**src/pps_pkg.sv**
```systemverilog
package pps_pkg;

    localparam logic ACT_LOAD = 1'b0;
    localparam logic ACT_TICK = 1'b1;

    typedef struct packed {
        logic        action;
        logic [7:0]  prio;
        logic [15:0] arrival;
        logic [15:0] burst;
    } pps_req_t;

    typedef struct packed {
        logic        ran_valid;
        logic [3:0]  ran_index;
        logic        finished;
        logic [31:0] completion_time;
        logic [31:0] waiting_time;
        logic [31:0] turnaround_time;
        logic        all_done;
    } pps_rsp_t;

    // One process table entry as stored in the RAM
    typedef struct packed {
        logic [7:0]  prio;
        logic [15:0] arrival;
        logic [15:0] burst;
        logic [15:0] remaining;
    } pps_entry_t;

    localparam int ENTRY_W = $bits(pps_entry_t);

    typedef enum logic [2:0] {
        ST_IDLE,
        ST_SCAN,
        ST_DRAIN,
        ST_UPDATE,
        ST_EMIT
    } pps_state_t;

endpackage

```
**src/pps_ram.sv**
```systemverilog
module pps_ram #(
    parameter int WIDTH = 56,
    parameter int DEPTH = 16
) (
    input  logic                     clk,
    input  logic                     we,
    input  logic [$clog2(DEPTH)-1:0] waddr,
    input  logic [WIDTH-1:0]         wdata,
    input  logic [$clog2(DEPTH)-1:0] raddr,
    output logic [WIDTH-1:0]         rdata
);

    logic [WIDTH-1:0] mem [DEPTH];

    always_ff @(posedge clk)
    begin
        if (we)
        begin
            mem[waddr] <= wdata;
        end
        rdata <= mem[raddr];
    end

endmodule

```
**src/preemptive_priority_scheduler.sv**
```systemverilog
// Preemptive priority scheduler over a table of MAX_PROCS processes.
// Request channel (req_valid / req_stall / req): action LOAD appends a
// process (prio, arrival, burst) to the next free slot, ignored when the
// table is full; action TICK runs the ready process of highest priority
// (lowest slot on a tie) for one unit and advances time by one.
// A load gives no response; loads can come every cycle while no tick runs.
// A tick reads the loaded slots one per cycle from the table RAM in SCAN,
// then passes DRAIN and UPDATE; in EMIT its response is registered, and
// the next request is taken the cycle after. Empty tables skip to UPDATE.
// Response channel (rsp_valid / rsp_stall / rsp): one response per tick.
// While the receiver stalls, the response holds; loads are still taken,
// and a following tick finishes its scan and then waits for the register.
// Reset clears the counts and time; table slots are written by loads and
// only slots below the load count are ever read, so no clearing pass runs.
module preemptive_priority_scheduler #(
    parameter int MAX_PROCS = 16
) (
    input  logic              clk,
    input  logic              rst_n,
    input  logic              req_valid,
    output logic              req_stall,
    input  pps_pkg::pps_req_t req,
    output logic              rsp_valid,
    input  logic              rsp_stall,
    output pps_pkg::pps_rsp_t rsp
);

    import pps_pkg::*;

    localparam int IDX_W = $clog2(MAX_PROCS);
    localparam int CNT_W = $clog2(MAX_PROCS + 1);

    pps_state_t        state_reg, state_next;
    logic [CNT_W-1:0]  loaded_count_reg, loaded_count_next;
    logic [CNT_W-1:0]  done_count_reg, done_count_next;
    logic [31:0]       now_reg, now_next;
    logic [IDX_W-1:0]  addr_reg, addr_next;
    logic              rd_pend_reg, rd_pend_next;
    logic [IDX_W-1:0]  rd_idx_reg, rd_idx_next;
    logic              found_reg, found_next;
    logic [IDX_W-1:0]  best_idx_reg, best_idx_next;
    pps_entry_t        best_reg, best_next;
    logic              fin_reg, fin_next;
    logic [31:0]       comp_reg, comp_next;
    logic [31:0]       turn_reg, turn_next;
    logic              rsp_valid_reg, rsp_valid_next;
    pps_rsp_t          rsp_reg, rsp_next;

    logic              ram_we;
    logic [IDX_W-1:0]  ram_waddr;
    pps_entry_t        ram_wdata;
    logic [ENTRY_W-1:0] ram_rdata;
    pps_entry_t        rd_entry;

    logic              req_take;
    logic              rsp_free;
    logic              last_addr;
    logic              eligible;
    logic [31:0]       now_inc;
    logic [31:0]       wait_time;

    pps_ram #(
        .WIDTH(ENTRY_W),
        .DEPTH(MAX_PROCS)
    ) u_table (
        .clk  (clk),
        .we   (ram_we),
        .waddr(ram_waddr),
        .wdata(ram_wdata),
        .raddr(addr_reg),
        .rdata(ram_rdata)
    );

    assign rd_entry  = ram_rdata;
    assign req_take  = req_valid && !req_stall;
    assign rsp_free  = !rsp_valid_reg || !rsp_stall;
    assign last_addr = (CNT_W'(addr_reg) + CNT_W'(1)) == loaded_count_reg;
    assign eligible  = (32'(rd_entry.arrival) <= now_reg) && (rd_entry.remaining != 16'd0);
    assign now_inc   = (now_reg == 32'hFFFF_FFFF) ? now_reg : now_reg + 32'd1;
    assign wait_time = (turn_reg >= 32'(best_reg.burst)) ? turn_reg - 32'(best_reg.burst)
                                                         : 32'd0;

    assign rsp_valid = rsp_valid_reg;
    assign rsp       = rsp_reg;

    // Next state
    always_comb
    begin
        state_next = state_reg;
        case (state_reg)
            ST_IDLE:
            begin
                if (req_take && req.action == ACT_TICK)
                begin
                    state_next = (loaded_count_reg == '0) ? ST_UPDATE : ST_SCAN;
                end
            end
            ST_SCAN:
            begin
                if (last_addr)
                begin
                    state_next = ST_DRAIN;
                end
            end
            ST_DRAIN:  state_next = ST_UPDATE;
            ST_UPDATE: state_next = ST_EMIT;
            ST_EMIT:
            begin
                if (rsp_free)
                begin
                    state_next = ST_IDLE;
                end
            end
            default:   state_next = ST_IDLE;
        endcase
    end

    // Handshake and table write controls
    always_comb
    begin
        req_stall = (state_reg != ST_IDLE);
        ram_we    = 1'b0;
        ram_waddr = loaded_count_reg[IDX_W-1:0];
        ram_wdata = '{prio: req.prio, arrival: req.arrival, burst: req.burst,
                      remaining: req.burst};
        case (state_reg)
            ST_IDLE:
            begin
                ram_we = req_take && req.action == ACT_LOAD
                         && loaded_count_reg != CNT_W'(MAX_PROCS);
            end
            ST_UPDATE:
            begin
                ram_we    = found_reg;
                ram_waddr = best_idx_reg;
                ram_wdata = best_reg;
                ram_wdata.remaining = best_reg.remaining - 16'd1;
            end
            default:
            begin
                ram_we = 1'b0;
            end
        endcase
    end

    // Datapath
    always_comb
    begin
        loaded_count_next = loaded_count_reg;
        done_count_next   = done_count_reg;
        now_next          = now_reg;
        addr_next         = addr_reg;
        rd_pend_next      = 1'b0;
        rd_idx_next       = addr_reg;
        found_next        = found_reg;
        best_idx_next     = best_idx_reg;
        best_next         = best_reg;
        fin_next          = fin_reg;
        comp_next         = comp_reg;
        turn_next         = turn_reg;
        rsp_valid_next    = rsp_valid_reg && rsp_stall;
        rsp_next          = rsp_reg;

        // Compare the entry read in the previous cycle
        if (rd_pend_reg && eligible && (!found_reg || rd_entry.prio > best_reg.prio))
        begin
            found_next    = 1'b1;
            best_idx_next = rd_idx_reg;
            best_next     = rd_entry;
        end

        case (state_reg)
            ST_IDLE:
            begin
                if (req_take && req.action == ACT_LOAD
                    && loaded_count_reg != CNT_W'(MAX_PROCS))
                begin
                    loaded_count_next = loaded_count_reg + CNT_W'(1);
                    if (req.burst == 16'd0)
                    begin
                        done_count_next = done_count_reg + CNT_W'(1);
                    end
                end
                if (req_take && req.action == ACT_TICK)
                begin
                    found_next = 1'b0;
                    addr_next  = '0;
                end
            end
            ST_SCAN:
            begin
                rd_pend_next = 1'b1;
                if (!last_addr)
                begin
                    addr_next = addr_reg + IDX_W'(1);
                end
            end
            ST_UPDATE:
            begin
                fin_next  = found_reg && best_reg.remaining == 16'd1;
                comp_next = now_inc;
                turn_next = now_inc - 32'(best_reg.arrival);
                now_next  = now_inc;
                if (found_reg && best_reg.remaining == 16'd1)
                begin
                    done_count_next = done_count_reg + CNT_W'(1);
                end
            end
            ST_EMIT:
            begin
                if (rsp_free)
                begin
                    rsp_valid_next            = 1'b1;
                    rsp_next.ran_valid        = found_reg;
                    rsp_next.ran_index        = found_reg ? 4'(best_idx_reg) : 4'd0;
                    rsp_next.finished         = fin_reg;
                    rsp_next.completion_time  = fin_reg ? comp_reg : 32'd0;
                    rsp_next.waiting_time     = fin_reg ? wait_time : 32'd0;
                    rsp_next.turnaround_time  = fin_reg ? turn_reg : 32'd0;
                    rsp_next.all_done         = (done_count_reg == loaded_count_reg);
                end
            end
            default:
            begin
                rd_pend_next = 1'b0;
            end
        endcase
    end

    always_ff @(posedge clk or negedge rst_n)
    begin
        if (!rst_n)
        begin
            state_reg        <= ST_IDLE;
            loaded_count_reg <= '0;
            done_count_reg   <= '0;
            now_reg          <= '0;
            addr_reg         <= '0;
            rd_pend_reg      <= 1'b0;
            found_reg        <= 1'b0;
            fin_reg          <= 1'b0;
            rsp_valid_reg    <= 1'b0;
        end
        else
        begin
            state_reg        <= state_next;
            loaded_count_reg <= loaded_count_next;
            done_count_reg   <= done_count_next;
            now_reg          <= now_next;
            addr_reg         <= addr_next;
            rd_pend_reg      <= rd_pend_next;
            found_reg        <= found_next;
            fin_reg          <= fin_next;
            rsp_valid_reg    <= rsp_valid_next;
        end
    end

    always_ff @(posedge clk)
    begin
        rd_idx_reg   <= rd_idx_next;
        best_idx_reg <= best_idx_next;
        best_reg     <= best_next;
        comp_reg     <= comp_next;
        turn_reg     <= turn_next;
        rsp_reg      <= rsp_next;
    end

    a_done_le_loaded: assert property (@(posedge clk) disable iff (!rst_n)
        done_count_reg <= loaded_count_reg)
        else $error("done count exceeds load count");

    a_loaded_bound: assert property (@(posedge clk) disable iff (!rst_n)
        loaded_count_reg <= CNT_W'(MAX_PROCS))
        else $error("load count exceeds table size");

    a_tick_blocks: assert property (@(posedge clk) disable iff (!rst_n)
        req_take && req.action == ACT_TICK |=> req_stall)
        else $error("request taken during a tick");

    a_fin_ran: assert property (@(posedge clk) disable iff (!rst_n)
        rsp_valid_reg |-> (!rsp_reg.finished || rsp_reg.ran_valid))
        else $error("finished without a process run");

    a_write_only_found: assert property (@(posedge clk) disable iff (!rst_n)
        state_reg == ST_UPDATE && ram_we |-> found_reg && best_reg.remaining != 16'd0)
        else $error("write back of an entry with no work left");

endmodule
```
**config.mk**
```make
export PLATFORM = sky130hd
export DESIGN_NAME = preemptive_priority_scheduler
export DESIGN_NICKNAME = d
export VERILOG_FILES = /design/src/pps_pkg.sv /design/src/pps_ram.sv /design/src/preemptive_priority_scheduler.sv
export SDC_FILE = /design/constraint.sdc
export NUM_CORES = 1
export LEC_CHECK = 0
export BUFFER_PORTS_ARGS = -buffer_cell sky130_fd_sc_hd__buf_2
export CAP_MARGIN = 20
export CORE_ASPECT_RATIO = 1.75
export CORE_MARGIN = 4
export CORE_UTILIZATION = 45
export DETAILED_ROUTE_END_ITERATION = 7
export GPL_ROUTABILITY_DRIVEN = 0
export GPL_TIMING_DRIVEN = 0
export PLACE_DENSITY_LB_ADDON = 0.05
export SETUP_SLACK_MARGIN = 0.2
export SYNTH_ARGS = -nofsm -noshare
export SYNTH_HDL_FRONTEND = slang
export SYNTH_SLANG_ARGS = --single-unit
```
**constraint.sdc**
```tcl
create_clock -name clk -period 6.4 [get_ports clk]
set_input_delay 0.96 -clock clk [delete_from_list [all_inputs] [get_ports clk]]
set_output_delay 0.96 -clock clk [all_outputs]
set_load 0.01 [all_outputs]
```
# Yosys cells after proc, flatten, opt, wreduce, memory -nomap -nowiden
# Memory sizes are Yosys's and may differ from the RTL's. A register that Yosys moved wholly into a read port is not among the register bits.
# Index checks and enable logic that the tools add are counted.
[op_classes] eq_ne=16 magnitude_cmp=3 n_addsub=8 n_bitwise=1 mux=24 reduce_logical=28
[op_table] op="$sub A32 B16 Y32" count=2
[op_table] op="$mux W56" count=1
[op_table] op="$add A32 B1 Y32 const B" count=1
[op_table] op="$eq A32 B32 Y1 const B" count=1
[op_table] op="$ge A32 B16 Y1" count=1
[op_table] op="$le A16 B32 Y1" count=1
[op_table] op="$mux W32" count=1
[op_table] op="$eq A16 B1 Y1 const B" count=1
[op_table] op="$logic_not A16 Y1" count=1
[op_table] op="$reduce_bool A16 Y1" count=1
[op_table] op="$sub A16 B1 Y16 const B" count=1
[op_table] op="$mux W5" count=3
[op_table] op="$pmux W3 S5" count=1
[op_table] op="$ne A2 B2 Y1 const B" count=7
[op_table] op="$mux W4" count=3
[op_table] op="$add A5 B1 Y5 const B" count=2
[op_table] op="$eq A5 B5 Y1" count=2
[op_table] op="$pmux W5 S2" count=1
[op_table] op="$logic_and A1 B1 Y1" count=9
[op_table] op="$mux W3" count=3
[op_table] op="$gt A8 B8 Y1" count=1
[op_table] op="$mux W1" count=8
[op_table] op="$pmux W4 S2" count=1
[op_table] op="$eq A3 B2 Y1 const B" count=2
[op_table] op="17 further kinds" count=25
[totals] ramBits=896 word_cells=105 memories=1 ff_bits=284 out_inout_bits=105
[mem_list] memory="u_table.mem" depth=16 word_bits=56 rd=1 rd_clocked_by_memory_dff=1 wr=1 line="pps_ram.sv:13" source="logic [WIDTH-1:0] mem [DEPTH];"

# Longest topological paths before layout
[depth] ltp_word=8 depth_mapped=18 mapped_depth_nobuf=18

# Hierarchy
# A second synthesis with hierarchy kept.
[unflattened] cells_unflattened=2751 hier_area_um2=49178.4
[modules_own_cells] mod="pps_ram" area_per_inst_um2=34678.3 cells_each=1445 n_inst=1
[modules_own_cells] mod="preemptive_priority_scheduler" area_per_inst_um2=14500.2 cells_each=1306 n_inst=1

# Worst setup path after synthesis
# Ideal clock, no wire load.
[synth_timing] kind="input -> register" from="input port rsp_stall" to="register rsp_reg, in the netlist rsp[0] (enable)" setup_time_ns=0.599 cell_stages=1 t_arrival_ns=5.822 path_buffers=0 t_required_ns=5.801 slack_ns=-0.022 cell_sequence="a21oi_1"
[synth_between] elab_chain_cells=3
[synth_lines] item="from (decl)" line="preemptive_priority_scheduler.sv:24" source="input logic rsp_stall,"
[synth_lines] item="$logic_not A1 Y1" line="preemptive_priority_scheduler.sv:76" source="assign rsp_free = !rsp_valid_reg || !rsp_stall;"
[synth_lines] item="$logic_or A1 B1 Y1" line="preemptive_priority_scheduler.sv:76"
[synth_lines] item="$reduce_and A2 Y1 (no source line)"
[synth_lines] item="to (signal assigned)" line="preemptive_priority_scheduler.sv:265" source="rsp_reg <= rsp_next;"
[synth_lines] item="to (decl)" line="preemptive_priority_scheduler.sv:47" source="pps_rsp_t rsp_reg, rsp_next;"
# No other way between the ends.
# A chain may end at the register's enable or synchronous reset.

# Worst setup path after layout
[layout_timing] from="register now_reg[0]" to="register turn_reg[16] (data pin)"
[layout_between] elab_chain_cells=3 word_cells_on_any_way=4 classes_between="add/sub: 2; eq/ne: 1; mux: 1"
[layout_lines] item="from (decl)" line="preemptive_priority_scheduler.sv:36" source="logic [31:0] now_reg, now_next;"
[layout_lines] item="from (signal assigned)" line="preemptive_priority_scheduler.sv:249" source="now_reg <= now_next;"
[layout_lines] item="$add A32 B1 Y32 or $eq A32 B32 Y1 (tied branches)" line="preemptive_priority_scheduler.sv:79" source="assign now_inc = (now_reg == 32'hFFFF_FFFF) ? now_reg : now_reg + 32'd1;"
[layout_lines] item="$mux W32 (*)" line="preemptive_priority_scheduler.sv:79"
[layout_lines] item="net now_inc[3]" line="preemptive_priority_scheduler.sv:59" source="logic [31:0] now_inc;"
[layout_lines] item="$sub A32 B16 Y32 (*)" line="preemptive_priority_scheduler.sv:202" source="turn_next = now_inc - 32'(best_reg.arrival);"
[layout_lines] item="to (signal assigned)" line="preemptive_priority_scheduler.sv:264" source="turn_reg <= turn_next;"
[layout_lines] item="to (decl)" line="preemptive_priority_scheduler.sv:45" source="logic [31:0] turn_reg, turn_next;"
# The timed path passes the listed nets; every way through them passes the cells marked *.

==> results.txt <==
status: finished, final reports clean
Mean Syn Cell Area: 16.4 µm²
hold_buf cts: 0
Final nets: 3543
Pleak: 20.0 nW
synthesized cell area: 49800 µm²
Gate Count Post-Synth: 3046
total core area: 110000 µm²
CTS tree: yes
Vias: 28600
dpl hpwl: 104000 µm
worst slew pin tran: 1160 ps
worst path bufs/invs: 0
most frequent cells in the layout: edfxtp_1 (1123), buf_2 (185), o21ai_0 (182), nand2_1 (177), mux2i_1 (172)
Multi-input gate area: 12900 µm²
io pins: 150
Clock transition at path regs: 70 ps
met3 Usage GRT: 0.0302
Setup crit end kind: flip-flop
Post-synth EDFFs: 1123
Max Cap Viol: 0
clock skew: 30.2 ps
Yosys cell types: 79
clk root buf: clkbuf_16
share of layout cells above drive strength 1: 0.189
first-pass GRT wire length: 204000 µm
initial drt markers: 2327
register area share after synthesis: 0.727
Slew headroom: 0.227
max-slew violations: 0
slowest stage delay, CP: 820 ps
GRT met2 Usage: 0.455
vias in the first global route: 29700
Hold Slack: 300 ps
Fin. Hold Viols: 0
Die Wd: 260 µm
Wirelength per Cell: 28.7 µm
register-to-register path setup slack: 690 ps
critical path startpoint category: flip-flop
vias per inst: 5.72
crit path DAT: 6090 ps
post-route ant nets: 0
commonest non-fill, non-tap cell in the layout: edfxtp_1
Max Fanout on Critical Path: 6
grt met1 use: 0.281
CP required: 6780 ps
power per cell area: 425 nW/µm²
Power Total: 24.6 mW
Fill cells: 9079
Overall Global Routing Usage: 0.245
final period utilization: 0.892
total clock sinks: 1236
# diodes: 0
VDD IR max: 212 µV
most used routing layer: met2
Die H: 448 µm
minimum clock period: 5710 ps
H-tree depth: 3
crit path cell chain: ha_1 > nand4_1 > nor2_2 > nand4_1 > nor3_1 > nor2_1 > xnor2_1 > ha_1 > a21oi_1 > o211ai_1 > a31oi_1 > o2bb2ai_1 > nor2_1 > xnor2_1
Setup violations, final: 0
Layout area overhead: 16.2%
family with the most delay on the worst path: compound AO/OA/AOI/OAI gates
Worst path slowest cell: xnor2_1
Post-Syn Nets: 3156
RSZ-0062 raised after global routing: false
Rows: 161
number of synthesized register bits: 1236
CTS Buffer Depth: 3
Synth async-reset ratio: 0.0429
Fmax: 175 MHz
critical path class: reg2reg
FF/Latch Area: 36200 µm²
Hold Crit Class: in2async
Most used DFF post-synth: edfxtp_1
die area: 116000 µm²
# DRC: 0
Num CTS Buffers: 112
IO Port Bufs: 149
starting density of the core: 0.453
GRT Residual Overflow: 0
Pre-antenna DRT Iters: 7
largest net degree at the start of global routing: 40
Largest register FFs: 896
antenna violations before repair: 2
worst skew pair latency: 740 ps
Synth Warn #: 0
final wirelength: 143000 µm
==> power breakdown <==
group / internal [mW] / switching [mW]
clock network: 3.64 / 2.99
registers: 10.3 / 0.361
logic: 2.59 / 4.72
total: 16.6 / 8.08
==> synth_stat cells (4+ instances only) <==
cell type,number,area share
a31oi_1,14,0.0018
a221oi_1,56,0.0098
nor3b_1,4,0.00060
buf_2,10,0.0010
o21a_1,10,0.0015
nand4_1,24,0.0030
a22oi_1,57,0.0086
dfxtp_1,60,0.024
mux2_2,57,0.013
xor2_1,32,0.0056
buf_1,25,0.0019
nand3_1,36,0.0036
inv_1,88,0.0066
mux2i_1,172,0.035
o21bai_1,4,0.00060
xnor2_1,92,0.016
nand2b_1,8,0.0010
and2_1,76,0.0095
ha_1,63,0.016
clkbuf_1,93,0.0070
o21ai_0,202,0.020
nand2_1,177,0.013
nor4_1,19,0.0024
or2_2,4,0.00050
nor2_1,97,0.0073
o31ai_1,14,0.0021
nor2b_1,10,0.0013
and3_1,12,0.0015
a21o_1,12,0.0018
o211ai_1,5,0.00075
nor3_1,38,0.0038
mux4_2,112,0.051
nand3b_1,8,0.0012
edfxtp_1,1123,0.68
or4_1,9,0.0014
o21ai_1,4,0.00040
or3_1,13,0.0016
a21oi_1,95,0.0095
dfrtp_1,53,0.027
==> kinds of logic after synthesis <==
group / after synthesis / share of synthesized area
buffers and inverters: 224 / 0.0176
multiplexers: 341 / 0.0980
AO/OA/AOI/OAI: 503 / 0.0631
XOR/XNOR: 124 / 0.0218
flip-flops: 1236 / 0.727
adder cells (fa/ha/maj): 65 / 0.0166
AND/OR/NAND/NOR: 553 / 0.0555
==> per-stage QoR <==
step / cells / util / worst slack (ps) / cell area (µm²) / setup TNS, ps
detailed placement: 4776 / 0.493 / 245 / 54200 / 0
CTS: 4989 / 0.526 / 219 / 57800 / 0
global route: 4999 / 0.527 / 422 / 57900 / 0
global placement: 4662 / 0.477 / -2890 / 52400 / -2164270
finish: 4999 / 0.527 / 693 / 57900 / 0
floorplan: 3046 / - / 1510 / 49800 / 0
==> worst paths after layout <==
kind / start / depth (start not counted) / to
worst max-delay path: now_reg[0]$_DFFE_PN0P_ / 14 / turn_reg[16]$_DFFE_PP_
worst min-delay path: rst_n / 1 / now_reg[5]$_DFFE_PN0P_
worst max register to register: now_reg[0]$_DFFE_PN0P_ / 14 / turn_reg[16]$_DFFE_PP_
worst min register to register: addr_reg[3]$_DFFE_PN0P_ / 0 / rd_idx_reg[3]$_DFF_P_
max in group asynchronous: rst_n / 2 / rsp_valid$_DFF_PN0_
min in group clk: addr_reg[3]$_DFFE_PN0P_ / 0 / rd_idx_reg[3]$_DFF_P_
==> what timing repair did <==
item | in CTS | in global routing
buffers inserted | 0 | 3
setup endpoints to repair | 0 | 5
resized for setup | 0 | 2
==> area by class of cell <==
cell class / count / area share
buffer: 133 / 0.00931
clock inverter: 53 / 0.00750
inverter: 91 / 0.00590
timing repair buffer: 273 / 0.0432
sequential: 1236 / 0.626
tap: 1467 / 0.0317
multi-input combinational: 1586 / 0.222
clock buffer: 160 / 0.0545
==> routing by layer <==
metal	wire length [µm]	vias to the layer above
met3	6810	277
met5	0	-
li1	-	12600
met4	7220	0
met1	51900	14700
met2	77300	965
(Power assumes the default switching activity.)
